===== src/rtl/mm4_pkg.sv =====
// ----------------------------------------------------------------------------
// mm4_pkg: shared types and constants for the 4x4 matrix multiplier
// Holds the parameter defaults, the controller state encoding and the
// command/status structs that join the controller and the datapath.
// ----------------------------------------------------------------------------
package mm4_pkg;

  // Parameter defaults
  localparam int ELEM_WIDTH_DEF = 32;
  localparam int FRAC_BITS_DEF  = 16;

  // Fixed port widths
  localparam int DATA_WIDTH = 32;
  localparam int IDX_WIDTH  = 4;
  localparam int POS_WIDTH  = 5;
  localparam int STEP_WIDTH = 6;

  // Last load slot (B[15]) and last result index
  localparam logic [POS_WIDTH-1:0]  LAST_SLOT  = 5'd31;
  localparam logic [IDX_WIDTH-1:0]  LAST_INDEX = 4'd15;
  localparam logic [STEP_WIDTH-1:0] LAST_STEP  = 6'd63;
  localparam logic [1:0]            FIRST_TERM = 2'd0;
  localparam logic [1:0]            LAST_TERM  = 2'd3;

  // Controller states, one-hot
  typedef enum logic [2:0] {
    ST_LOAD  = 3'b001,
    ST_RUN   = 3'b010,
    ST_DRAIN = 3'b100
  } state_t;

  // Controller to datapath commands
  typedef struct packed {
    logic                 wr_a;
    logic                 wr_b;
    logic [IDX_WIDTH-1:0] wr_addr;
    logic                 rd_en;
    logic [IDX_WIDTH-1:0] rd_idx;
    logic [1:0]           rd_k;
  } cmd_t;

  // Datapath to controller status
  typedef struct packed {
    logic final_done;
  } status_t;

endpackage


===== src/rtl/mm4_ctrl.sv =====
// ----------------------------------------------------------------------------
// mm4_ctrl: load and compute sequencer
// Tracks the load position, steers element writes into the A or B store and
// walks the 64 multiply-accumulate steps once a full pair is stored.
// ----------------------------------------------------------------------------
module mm4_ctrl (
  input  logic              clk,
  input  logic              rst_n,
  input  logic              start,
  input  logic              in_start_req,
  output logic              busy,
  output mm4_pkg::cmd_t     cmd,
  input  mm4_pkg::status_t  status
);

  mm4_pkg::state_t                     state_r, state_nxt;
  logic [mm4_pkg::POS_WIDTH-1:0]       pos_r, pos_nxt;
  logic [mm4_pkg::STEP_WIDTH-1:0]      step_r, step_nxt;
  logic [mm4_pkg::POS_WIDTH-1:0]       slot;
  logic                                accept;

  // Resolve the slot for this transfer
  assign accept = start && (state_r == mm4_pkg::ST_LOAD);
  assign slot   = in_start_req ? '0 : pos_r;
  assign busy   = (state_r != mm4_pkg::ST_LOAD);

  // Drive commands to the datapath
  always_comb begin
    cmd         = '0;
    cmd.wr_a    = accept && !slot[mm4_pkg::POS_WIDTH-1];
    cmd.wr_b    = accept && slot[mm4_pkg::POS_WIDTH-1];
    cmd.wr_addr = slot[mm4_pkg::IDX_WIDTH-1:0];
    cmd.rd_en   = (state_r == mm4_pkg::ST_RUN);
    cmd.rd_idx  = step_r[mm4_pkg::STEP_WIDTH-1:2];
    cmd.rd_k    = step_r[1:0];
  end

  // Next state, position and step
  always_comb begin
    state_nxt = state_r;
    pos_nxt   = pos_r;
    step_nxt  = step_r;
    case (state_r)
      mm4_pkg::ST_LOAD: begin
        if (accept) begin
          pos_nxt = slot + 5'd1;
          if (slot == mm4_pkg::LAST_SLOT) begin
            state_nxt = mm4_pkg::ST_RUN;
            step_nxt  = '0;
          end
        end
      end
      mm4_pkg::ST_RUN: begin
        step_nxt = step_r + 6'd1;
        if (step_r == mm4_pkg::LAST_STEP) begin
          state_nxt = mm4_pkg::ST_DRAIN;
        end
      end
      mm4_pkg::ST_DRAIN: begin
        if (status.final_done) begin
          state_nxt = mm4_pkg::ST_LOAD;
        end
      end
      default: begin
        state_nxt = mm4_pkg::ST_LOAD;
      end
    endcase
  end

  // Hold control state
  always_ff @(posedge clk) begin
    if (!rst_n) begin
      state_r <= mm4_pkg::ST_LOAD;
      pos_r   <= '0;
      step_r  <= '0;
    end else begin
      state_r <= state_nxt;
      pos_r   <= pos_nxt;
      step_r  <= step_nxt;
    end
  end

endmodule


===== src/rtl/mm4_datapath.sv =====
// ----------------------------------------------------------------------------
// mm4_datapath: element stores and multiply-accumulate pipeline
// Two 16-entry stores hold A and B. Each step reads one pair, multiplies,
// and accumulates four products; the fourth is shifted, saturated and shown.
// ----------------------------------------------------------------------------
module mm4_datapath #(
  parameter int ELEM_WIDTH = mm4_pkg::ELEM_WIDTH_DEF,
  parameter int FRAC_BITS  = mm4_pkg::FRAC_BITS_DEF
) (
  input  logic                              clk,
  input  logic                              rst_n,
  input  mm4_pkg::cmd_t                     cmd,
  input  logic [mm4_pkg::DATA_WIDTH-1:0]    in_element,
  output mm4_pkg::status_t                  status,
  output logic                              out_valid,
  output logic [mm4_pkg::DATA_WIDTH-1:0]    out_product_value,
  output logic [mm4_pkg::IDX_WIDTH-1:0]     out_product_index,
  output logic                              out_last_result
);

  localparam int PROD_WIDTH = 2 * ELEM_WIDTH;
  localparam int ACC_WIDTH  = PROD_WIDTH + 2;

  logic [ELEM_WIDTH-1:0]            a_mem [16];
  logic [ELEM_WIDTH-1:0]            b_mem [16];
  logic [mm4_pkg::IDX_WIDTH-1:0]    a_addr, b_addr;

  logic signed [ELEM_WIDTH-1:0]     a_q, b_q;
  logic                             v1_r, first1_r, last1_r;
  logic [mm4_pkg::IDX_WIDTH-1:0]    idx1_r;

  logic signed [PROD_WIDTH-1:0]     prod_r;
  logic                             v2_r, first2_r, last2_r;
  logic [mm4_pkg::IDX_WIDTH-1:0]    idx2_r;

  logic signed [ACC_WIDTH-1:0]      acc_r;
  logic signed [ACC_WIDTH-1:0]      prod_ext;
  logic                             v3_r, last3_r;
  logic [mm4_pkg::IDX_WIDTH-1:0]    idx3_r;

  logic signed [ACC_WIDTH-1:0]      shifted;
  logic [ACC_WIDTH-ELEM_WIDTH:0]    upper;
  logic signed [ELEM_WIDTH-1:0]     sat_val;
  logic                             emit;

  logic                             out_valid_r;
  logic [mm4_pkg::DATA_WIDTH-1:0]   value_r;
  logic [mm4_pkg::IDX_WIDTH-1:0]    index_r;
  logic                             last_r;

  // A[r*4+k] and B[k*4+c] for result r*4+c
  assign a_addr = {cmd.rd_idx[3:2], cmd.rd_k};
  assign b_addr = {cmd.rd_k, cmd.rd_idx[1:0]};

  // Store incoming elements, read one pair per step
  always_ff @(posedge clk) begin
    if (cmd.wr_a) begin
      a_mem[cmd.wr_addr] <= in_element[ELEM_WIDTH-1:0];
    end
    if (cmd.wr_b) begin
      b_mem[cmd.wr_addr] <= in_element[ELEM_WIDTH-1:0];
    end
    if (cmd.rd_en) begin
      a_q <= a_mem[a_addr];
      b_q <= b_mem[b_addr];
    end
  end

  // Multiply the read pair
  always_ff @(posedge clk) begin
    prod_r <= PROD_WIDTH'(a_q) * PROD_WIDTH'(b_q);
  end

  // Accumulate four products, restart on the first term
  assign prod_ext = {{2{prod_r[PROD_WIDTH-1]}}, prod_r};

  always_ff @(posedge clk) begin
    if (v2_r) begin
      acc_r <= first2_r ? prod_ext : acc_r + prod_ext;
    end
  end

  // Scale and saturate the finished sum
  assign shifted = acc_r >>> FRAC_BITS;
  assign upper   = shifted[ACC_WIDTH-1:ELEM_WIDTH-1];
  always_comb begin
    if ((&upper) || !(|upper)) begin
      sat_val = shifted[ELEM_WIDTH-1:0];
    end else if (shifted[ACC_WIDTH-1]) begin
      sat_val = {1'b1, {(ELEM_WIDTH-1){1'b0}}};
    end else begin
      sat_val = {1'b0, {(ELEM_WIDTH-1){1'b1}}};
    end
  end

  assign emit              = v3_r && last3_r;
  assign status.final_done = emit && (idx3_r == mm4_pkg::LAST_INDEX);

  // Result register
  always_ff @(posedge clk) begin
    if (emit) begin
      value_r <= mm4_pkg::DATA_WIDTH'(sat_val);
      index_r <= idx3_r;
      last_r  <= (idx3_r == mm4_pkg::LAST_INDEX);
    end
  end

  // Advance step tags through the pipeline
  always_ff @(posedge clk) begin
    if (!rst_n) begin
      v1_r        <= 1'b0;
      v2_r        <= 1'b0;
      v3_r        <= 1'b0;
      out_valid_r <= 1'b0;
    end else begin
      v1_r        <= cmd.rd_en;
      v2_r        <= v1_r;
      v3_r        <= v2_r;
      out_valid_r <= emit;
    end
  end

  always_ff @(posedge clk) begin
    first1_r <= (cmd.rd_k == mm4_pkg::FIRST_TERM);
    last1_r  <= (cmd.rd_k == mm4_pkg::LAST_TERM);
    idx1_r   <= cmd.rd_idx;
    first2_r <= first1_r;
    last2_r  <= last1_r;
    idx2_r   <= idx1_r;
    last3_r  <= last2_r;
    idx3_r   <= idx2_r;
  end

  assign out_valid         = out_valid_r;
  assign out_product_value = value_r;
  assign out_product_index = index_r;
  assign out_last_result   = last_r;

endmodule


===== src/rtl/matrix4_multiply.sv =====
// ----------------------------------------------------------------------------
// matrix4_multiply: 4x4 fixed-point matrix product, 16 saturated dot products
// Loads A then B one element per cycle while busy is low.
// ----------------------------------------------------------------------------
// Load: one element transfer per cycle while busy is low, 32 per pair.
// Compute: results follow the 32nd transfer in index order from one shared
// multiplier, four terms each; busy is high from the end of the load until
// the final result is shown, so a new pair cannot load before that result.
// Reset clears the load position and controller; results are never stalled.
// ----------------------------------------------------------------------------
module matrix4_multiply #(
  parameter int ELEM_WIDTH = mm4_pkg::ELEM_WIDTH_DEF,
  parameter int FRAC_BITS  = mm4_pkg::FRAC_BITS_DEF
) (
  input  logic                              clk,
  input  logic                              rst_n,
  input  logic                              start,
  output logic                              busy,
  input  logic [mm4_pkg::DATA_WIDTH-1:0]    in_element,
  input  logic                              in_start_req,
  output logic                              out_valid,
  output logic [mm4_pkg::DATA_WIDTH-1:0]    out_product_value,
  output logic [mm4_pkg::IDX_WIDTH-1:0]     out_product_index,
  output logic                              out_last_result
);

  mm4_pkg::cmd_t    cmd;
  mm4_pkg::status_t status;

  // Sequencer
  mm4_ctrl u_ctrl (
    .clk          (clk),
    .rst_n        (rst_n),
    .start        (start),
    .in_start_req (in_start_req),
    .busy         (busy),
    .cmd          (cmd),
    .status       (status)
  );

  // Stores and multiply-accumulate
  mm4_datapath #(
    .ELEM_WIDTH (ELEM_WIDTH),
    .FRAC_BITS  (FRAC_BITS)
  ) u_datapath (
    .clk               (clk),
    .rst_n             (rst_n),
    .cmd               (cmd),
    .in_element        (in_element),
    .status            (status),
    .out_valid         (out_valid),
    .out_product_value (out_product_value),
    .out_product_index (out_product_index),
    .out_last_result   (out_last_result)
  );

endmodule


===== config.mk =====
export PLATFORM = sky130hd
export DESIGN_NAME = matrix4_multiply
export DESIGN_NICKNAME = d
export VERILOG_FILES = /design/src/rtl/mm4_pkg.sv /design/src/rtl/mm4_ctrl.sv /design/src/rtl/mm4_datapath.sv /design/src/rtl/matrix4_multiply.sv
export SDC_FILE = /design/constraint.sdc
export NUM_CORES = 2
export LEC_CHECK = 0
export ABC_AREA = 0
export BUFFER_PORTS_ARGS = -buffer_cell sky130_fd_sc_hd__buf_2
export CORE_AREA = 2 2 443 445
export CTS_BUF_LIST = sky130_fd_sc_hd__clkbuf_16
export DETAILED_ROUTE_END_ITERATION = 16
export DIE_AREA = 0 0 445 447
export SYNTH_ARGS = -nofsm -noshare
export SYNTH_HDL_FRONTEND = slang
export SYNTH_SLANG_ARGS = --single-unit

===== constraint.sdc =====
create_clock -name clk -period 8.8 [get_ports clk]
set_input_delay 0 -clock clk [delete_from_list [all_inputs] [get_ports clk]]
set_output_delay 0 -clock clk [all_outputs]
set_load 0.005 [all_outputs]

==> impl_table.tex <==
\begin{tabular}{lr}
\hline
Metric & Value \\
\hline
\multicolumn{2}{l}{\textbf{Status}} \\
Run status & complete, no violations \\
\multicolumn{2}{l}{\textbf{Critical path}} \\
Origin of the worst setup path & u\_datapath.a\_q[13] \\
Kind of cell adding the most delay to the critical path & adder cells \\
CP max stage delay & just over 0.7 ns \\
Endpoint of the worst register-to-register path & u\_datapath.prod\_r[48] \\
List of cells traversed by the critical path & and2\_1, fa\_1, inv\_1, fa\_1, fa\_1, fa\_1, inv\_1, fa\_1, fa\_1, fa\_1, fa\_1, ha\_1, and3\_1, nand3\_1, or3\_1, a211oi\_1, o21ai\_0, o2111ai\_1, a31oi\_1, o211ai\_1, a311oi\_1, xnor2\_1 \\
Worst setup path category & reg2reg \\
Number of cells on the critical path & 22 \\
Endpoint required time on the critical path & between 9 and 10 ns \\
Worst EP arrival & 9.28 ns \\
Reg2Reg Depth & 22 \\
Worst path slowest cell & edfxtp\_1 \\
Buf+Inv Stages, Crit Path & 2 \\
Setup slack on the worst flop-to-flop path & about 0.23 ns \\
Top fanout value on the critical path & 15 \\
Worst reg2reg startpoint & u\_datapath.a\_q[13] \\
CP most frequent cell & fa\_1 \\
Critical Path Source Type & register \\
Kind of capture point of the worst setup path & register \\
Worst setup path end & u\_datapath.prod\_r[48] \\
\multicolumn{2}{l}{\textbf{Floorplan}} \\
Starting density of the core & roughly 45\% \\
Die outline height & 447 um \\
\# rows & around 160 \\
Horizontal die dimension & between 400 and 500 um \\
Core area & between 150000 and 200000 um\^{}2 \\
Die area & about 200000 um\^{}2 \\
Number of I/O pins & 75 \\
\multicolumn{2}{l}{\textbf{Synth}} \\
Number of synthesized flops with an enable pin & 1191 \\
Synth top cells by count & 1191 x edfxtp\_1, 1083 x fa\_1, 1006 x inv\_1 \\
Number of different library cells in the post-synthesis netlist & between 90 and 100 \\
Top cells by area in the synthesized netlist & edfxtp\_1 41\%, fa\_1 25\%, mux4\_2 8.3\%, inv\_1 4.3\%, and2\_1 3.9\% \\
Post-Syn Nets & around 8000 \\
Top\_reg\_cell synth & edfxtp\_1 \\
Post-Synthesis Cell Area & 87100 um\^{}2 \\
Cell count after synthesis & between 6000 and 7000 \\
Number of warnings reported in the yosys synthesis log & 0 \\
Most instantiated library cell after synthesis & edfxtp\_1 \\
Yosys top cell area share & around two fifths \\
Biggest area consumer among synthesized cells & edfxtp\_1 \\
Sequential cell area fraction in the yosys report & 43.3\% \\
Flip-flop and latch count after synthesis & roughly 1300 \\
Mean instance size in the synthesized netlist & between 10 and 15 um\^{}2 \\
Async set-reset flop share out of synthesis & 0\% \\
\multicolumn{2}{l}{\textbf{Finish}} \\
Fillers & roughly 17000 \\
Fraction of final layout cells sized beyond drive strength 1 & about an eighth \\
Final std cells w/o fill & a little over 9000 \\
Nets & roughly 8000 \\
FF+latch area & about 38000 um\^{}2 \\
Multi-input gate area in the final layout & about 44000 um\^{}2 \\
Synth-to-Final Area Change & 9.54\% \\
\multicolumn{2}{l}{\textbf{Route}} \\
Pre-Repair DR Iteration Count & 7 \\
Highest metal used & met5 \\
1st-iter DRT viols & 3658 \\
DRC violations left & 0 \\
Routed WL & around 210000 um \\
Routed vias & just under 50000 \\
Detailed-routing wirelength on met1 & about 92000 um \\
Post-DR wirelength/cell & roughly 23 um \\
Mean number of vias per cell & 5.41 \\
Total met3 wirelength after detailed routing & between 10000 and 15000 um \\
Number of routed nets with antenna violations & 0 \\
Routed met2 length & roughly 100000 um \\
\multicolumn{2}{l}{\textbf{Timing}} \\
Number of failing hold endpoints at the final stage & 0 \\
Worst Max-Slew Pin Slew & 1.16 ns \\
Min Tclk post-route & 8.57 ns \\
Worst rel slew slack & 22.3\% \\
Setup repair after global routing missed its margin & no \\
Setup-violating endpoint count in the final report & 0 \\
Final-layout setup total negative slack & 0 ns \\
Final max-slew violation count & 0 \\
Post-route clock period utilization & a little over nine tenths \\
Clock skew & just under 0.08 ns \\
Max Clock Freq & approximately 0.12 GHz \\
\multicolumn{2}{l}{\textbf{CTS}} \\
Clock-pin slew of the registers on the worst-case setup and hold paths & about 0.060 ns \\
CTS root buffer & clkbuf\_16 \\
Clock tree from TritonCTS & yes \\
Number of gates resized after cts & 0 \\
Clock network latency to the later pin of the worst-skew pair & 0.82 ns \\
CTS buffer count & 136 \\
Largest buffer count on any clock path & 3 \\
Total number of H-tree levels & 4 \\
CTS Sinks & 1290 \\
\multicolumn{2}{l}{\textbf{Power}} \\
Reported leakage power & between 30 and 40 nW \\
Power density over the cells & between 100 and 150 nW/um\^{}2 \\
Maximum resistive drop on vdd & roughly 0.18 mV \\
\multicolumn{2}{l}{\textbf{Global routing}} \\
Maximum number of pins on one net before global-route repair & between 100 and 150 \\
First-pass GRT wire length & between 300000 and 400000 um \\
All-Layer GR Usage & a little over a fifth \\
Antenna violations before repair & 6 \\
Residual overflow from global routing & 0 \\
Vias in the first global route & 53400 \\
\multicolumn{2}{l}{\textbf{Worst hold path}} \\
Type of the worst min-delay path & in2reg \\
\multicolumn{2}{l}{\textbf{Flow run}} \\
Max Cap Violations & 0 \\
\multicolumn{2}{l}{\textbf{Place}} \\
GP Congestion & approximately 0.89 \\
DP Wirelength & roughly 150000 um \\
Number of cells in the design after placement & about 8900 \\
Number of input and output port buffers inserted & between 70 and 80 \\
\hline
\end{tabular}
==> how the worst min path moves through the flow <==
stage                    startpoint                endpoint  slack [ns]  depth (start not counted)
2_1_floorplan         in_element[0]  u_datapath.a_mem[0][0]         0.1                          0
3_3_place_gp   u_datapath.idx2_r[1]    u_datapath.idx3_r[1]        0.31                          0
3_5_place_dp   u_datapath.idx1_r[1]    u_datapath.idx2_r[1]        0.31                          0
4_1_cts                       rst_n        u_ctrl.step_r[0]         0.1                          3
5_1_grt                       rst_n        u_ctrl.step_r[0]        0.15                          3
6_report                      rst_n        u_ctrl.step_r[0]        0.15                          3
==> through the flow <==
step	hold slack [ns]	instance area [um^2]	worst slack [ns]	power, mW	util (%)
after floorplan	0.0989	87100	1.25	6.86	-
after global placement	0.311	90600	0.0462	6.95	46.7
after detailed placement	0.312	90600	0.0824	6.96	46.7
after CTS	0.0995	95200	0.0385	12.4	49.0
after global routing	0.148	95400	0.00839	12.7	49.1
final	0.146	95400	0.228	12.3	49.1
==> registers in the layout (all words and copies together), names as in the netlist, 3 cells and up <==
| register | cells |
|---|---|
| u_ctrl.pos_r | 5 |
| u_ctrl.state_r | 3 |
| u_ctrl.step_r | 6 |
| u_datapath.a_mem | 512 |
| u_datapath.a_q | 32 |
| u_datapath.acc_r | 66 |
| u_datapath.b_mem | 512 |
| u_datapath.b_q | 32 |
| u_datapath.idx1_r | 4 |
| u_datapath.idx2_r | 4 |
| u_datapath.idx3_r | 4 |
| u_datapath.out_product_index | 4 |
| u_datapath.out_product_value | 32 |
| u_datapath.prod_r | 64 |
==> per-layer routing <==
| layer | global-route usage [%] | vias to the layer above |
|---|---|---|
| li1 | - | 21600 |
| met1 | 30.0 | 26100 |
| met2 | 36.6 | 1422 |
| met3 | 3.03 | 308 |
| met4 | 5.09 | 6 |
| met5 | 0 | - |
==> cell families after synthesis <==
family | synth area share, %
compound gates | 4.06
xor+xnor | 1.27
fa+ha+maj | 28.6
buf+inv | 5.85
flops | 43.3
mux | 8.35
simple gates | 8.55
==> report_power, final <==
part	switching [mW]	internal (mW)	total (mW)
Clock	2.43	3.03	5.46
Sequential	0.00405	6.70	6.70
Combinational	0.103	0.0384	0.142
Total	2.54	9.76	12.3
==> layout by cell type (no fill, tap or decap), types with 20 or more instances in the layout <==
cell / n
inv_1: 1037
a21o_1: 111
clkinv_1: 20
edfxtp_1: 1191
nand3_1: 35
a21oi_1: 136
dfxtp_1: 91
fa_1: 1083
nor2b_1: 44
mux4_2: 320
o21ai_0: 117
clkinv_2: 20
and2_1: 528
o21bai_1: 24
ha_1: 256
dlygate4sd3_1: 36
clkbuf_16: 138
nand4_1: 32
buf_4: 140
xnor2_1: 79
nor2_1: 73
xor2_1: 47
nand2_1: 627
buf_2: 74
==> final cells by class <==
class | instances | area share, %
repair buffers | 261 | 2.08
clock buffers | 138 | 3.62
diodes | 1 | 0.00262
multi-input cells | 3803 | 46.6
inverters | 1007 | 3.96
flip-flops and latches | 1290 | 39.6
clock inverters | 99 | 0.845
well taps | 2542 | 3.33
==> repair_timing <==
item                                    4_1_cts  5_1_grt
setup buffers                                 0       14
endpoints found under the setup margin        0        4
hold buffers                                 36        0
hold endpoints to repair                   1042        0
==> worst register-to-register path, cell delays in order, from the launching register on <==
cell       delay (ns)
edfxtp_1         0.72
and2_1           0.31
fa_1             0.55
inv_1            0.05
fa_1             0.54
fa_1             0.49
fa_1             0.55
inv_1            0.06
fa_1             0.55
fa_1             0.43
fa_1             0.40
fa_1             0.51
ha_1             0.44
and3_1           0.22
nand3_1          0.15
or3_1            0.46
a211oi_1         0.42
o21ai_0          0.24
o2111ai_1        0.38
a31oi_1          0.23
o211ai_1         0.41
a311oi_1         0.18
xnor2_1          0.25
Note: power is estimated with default switching activity, not from simulation.
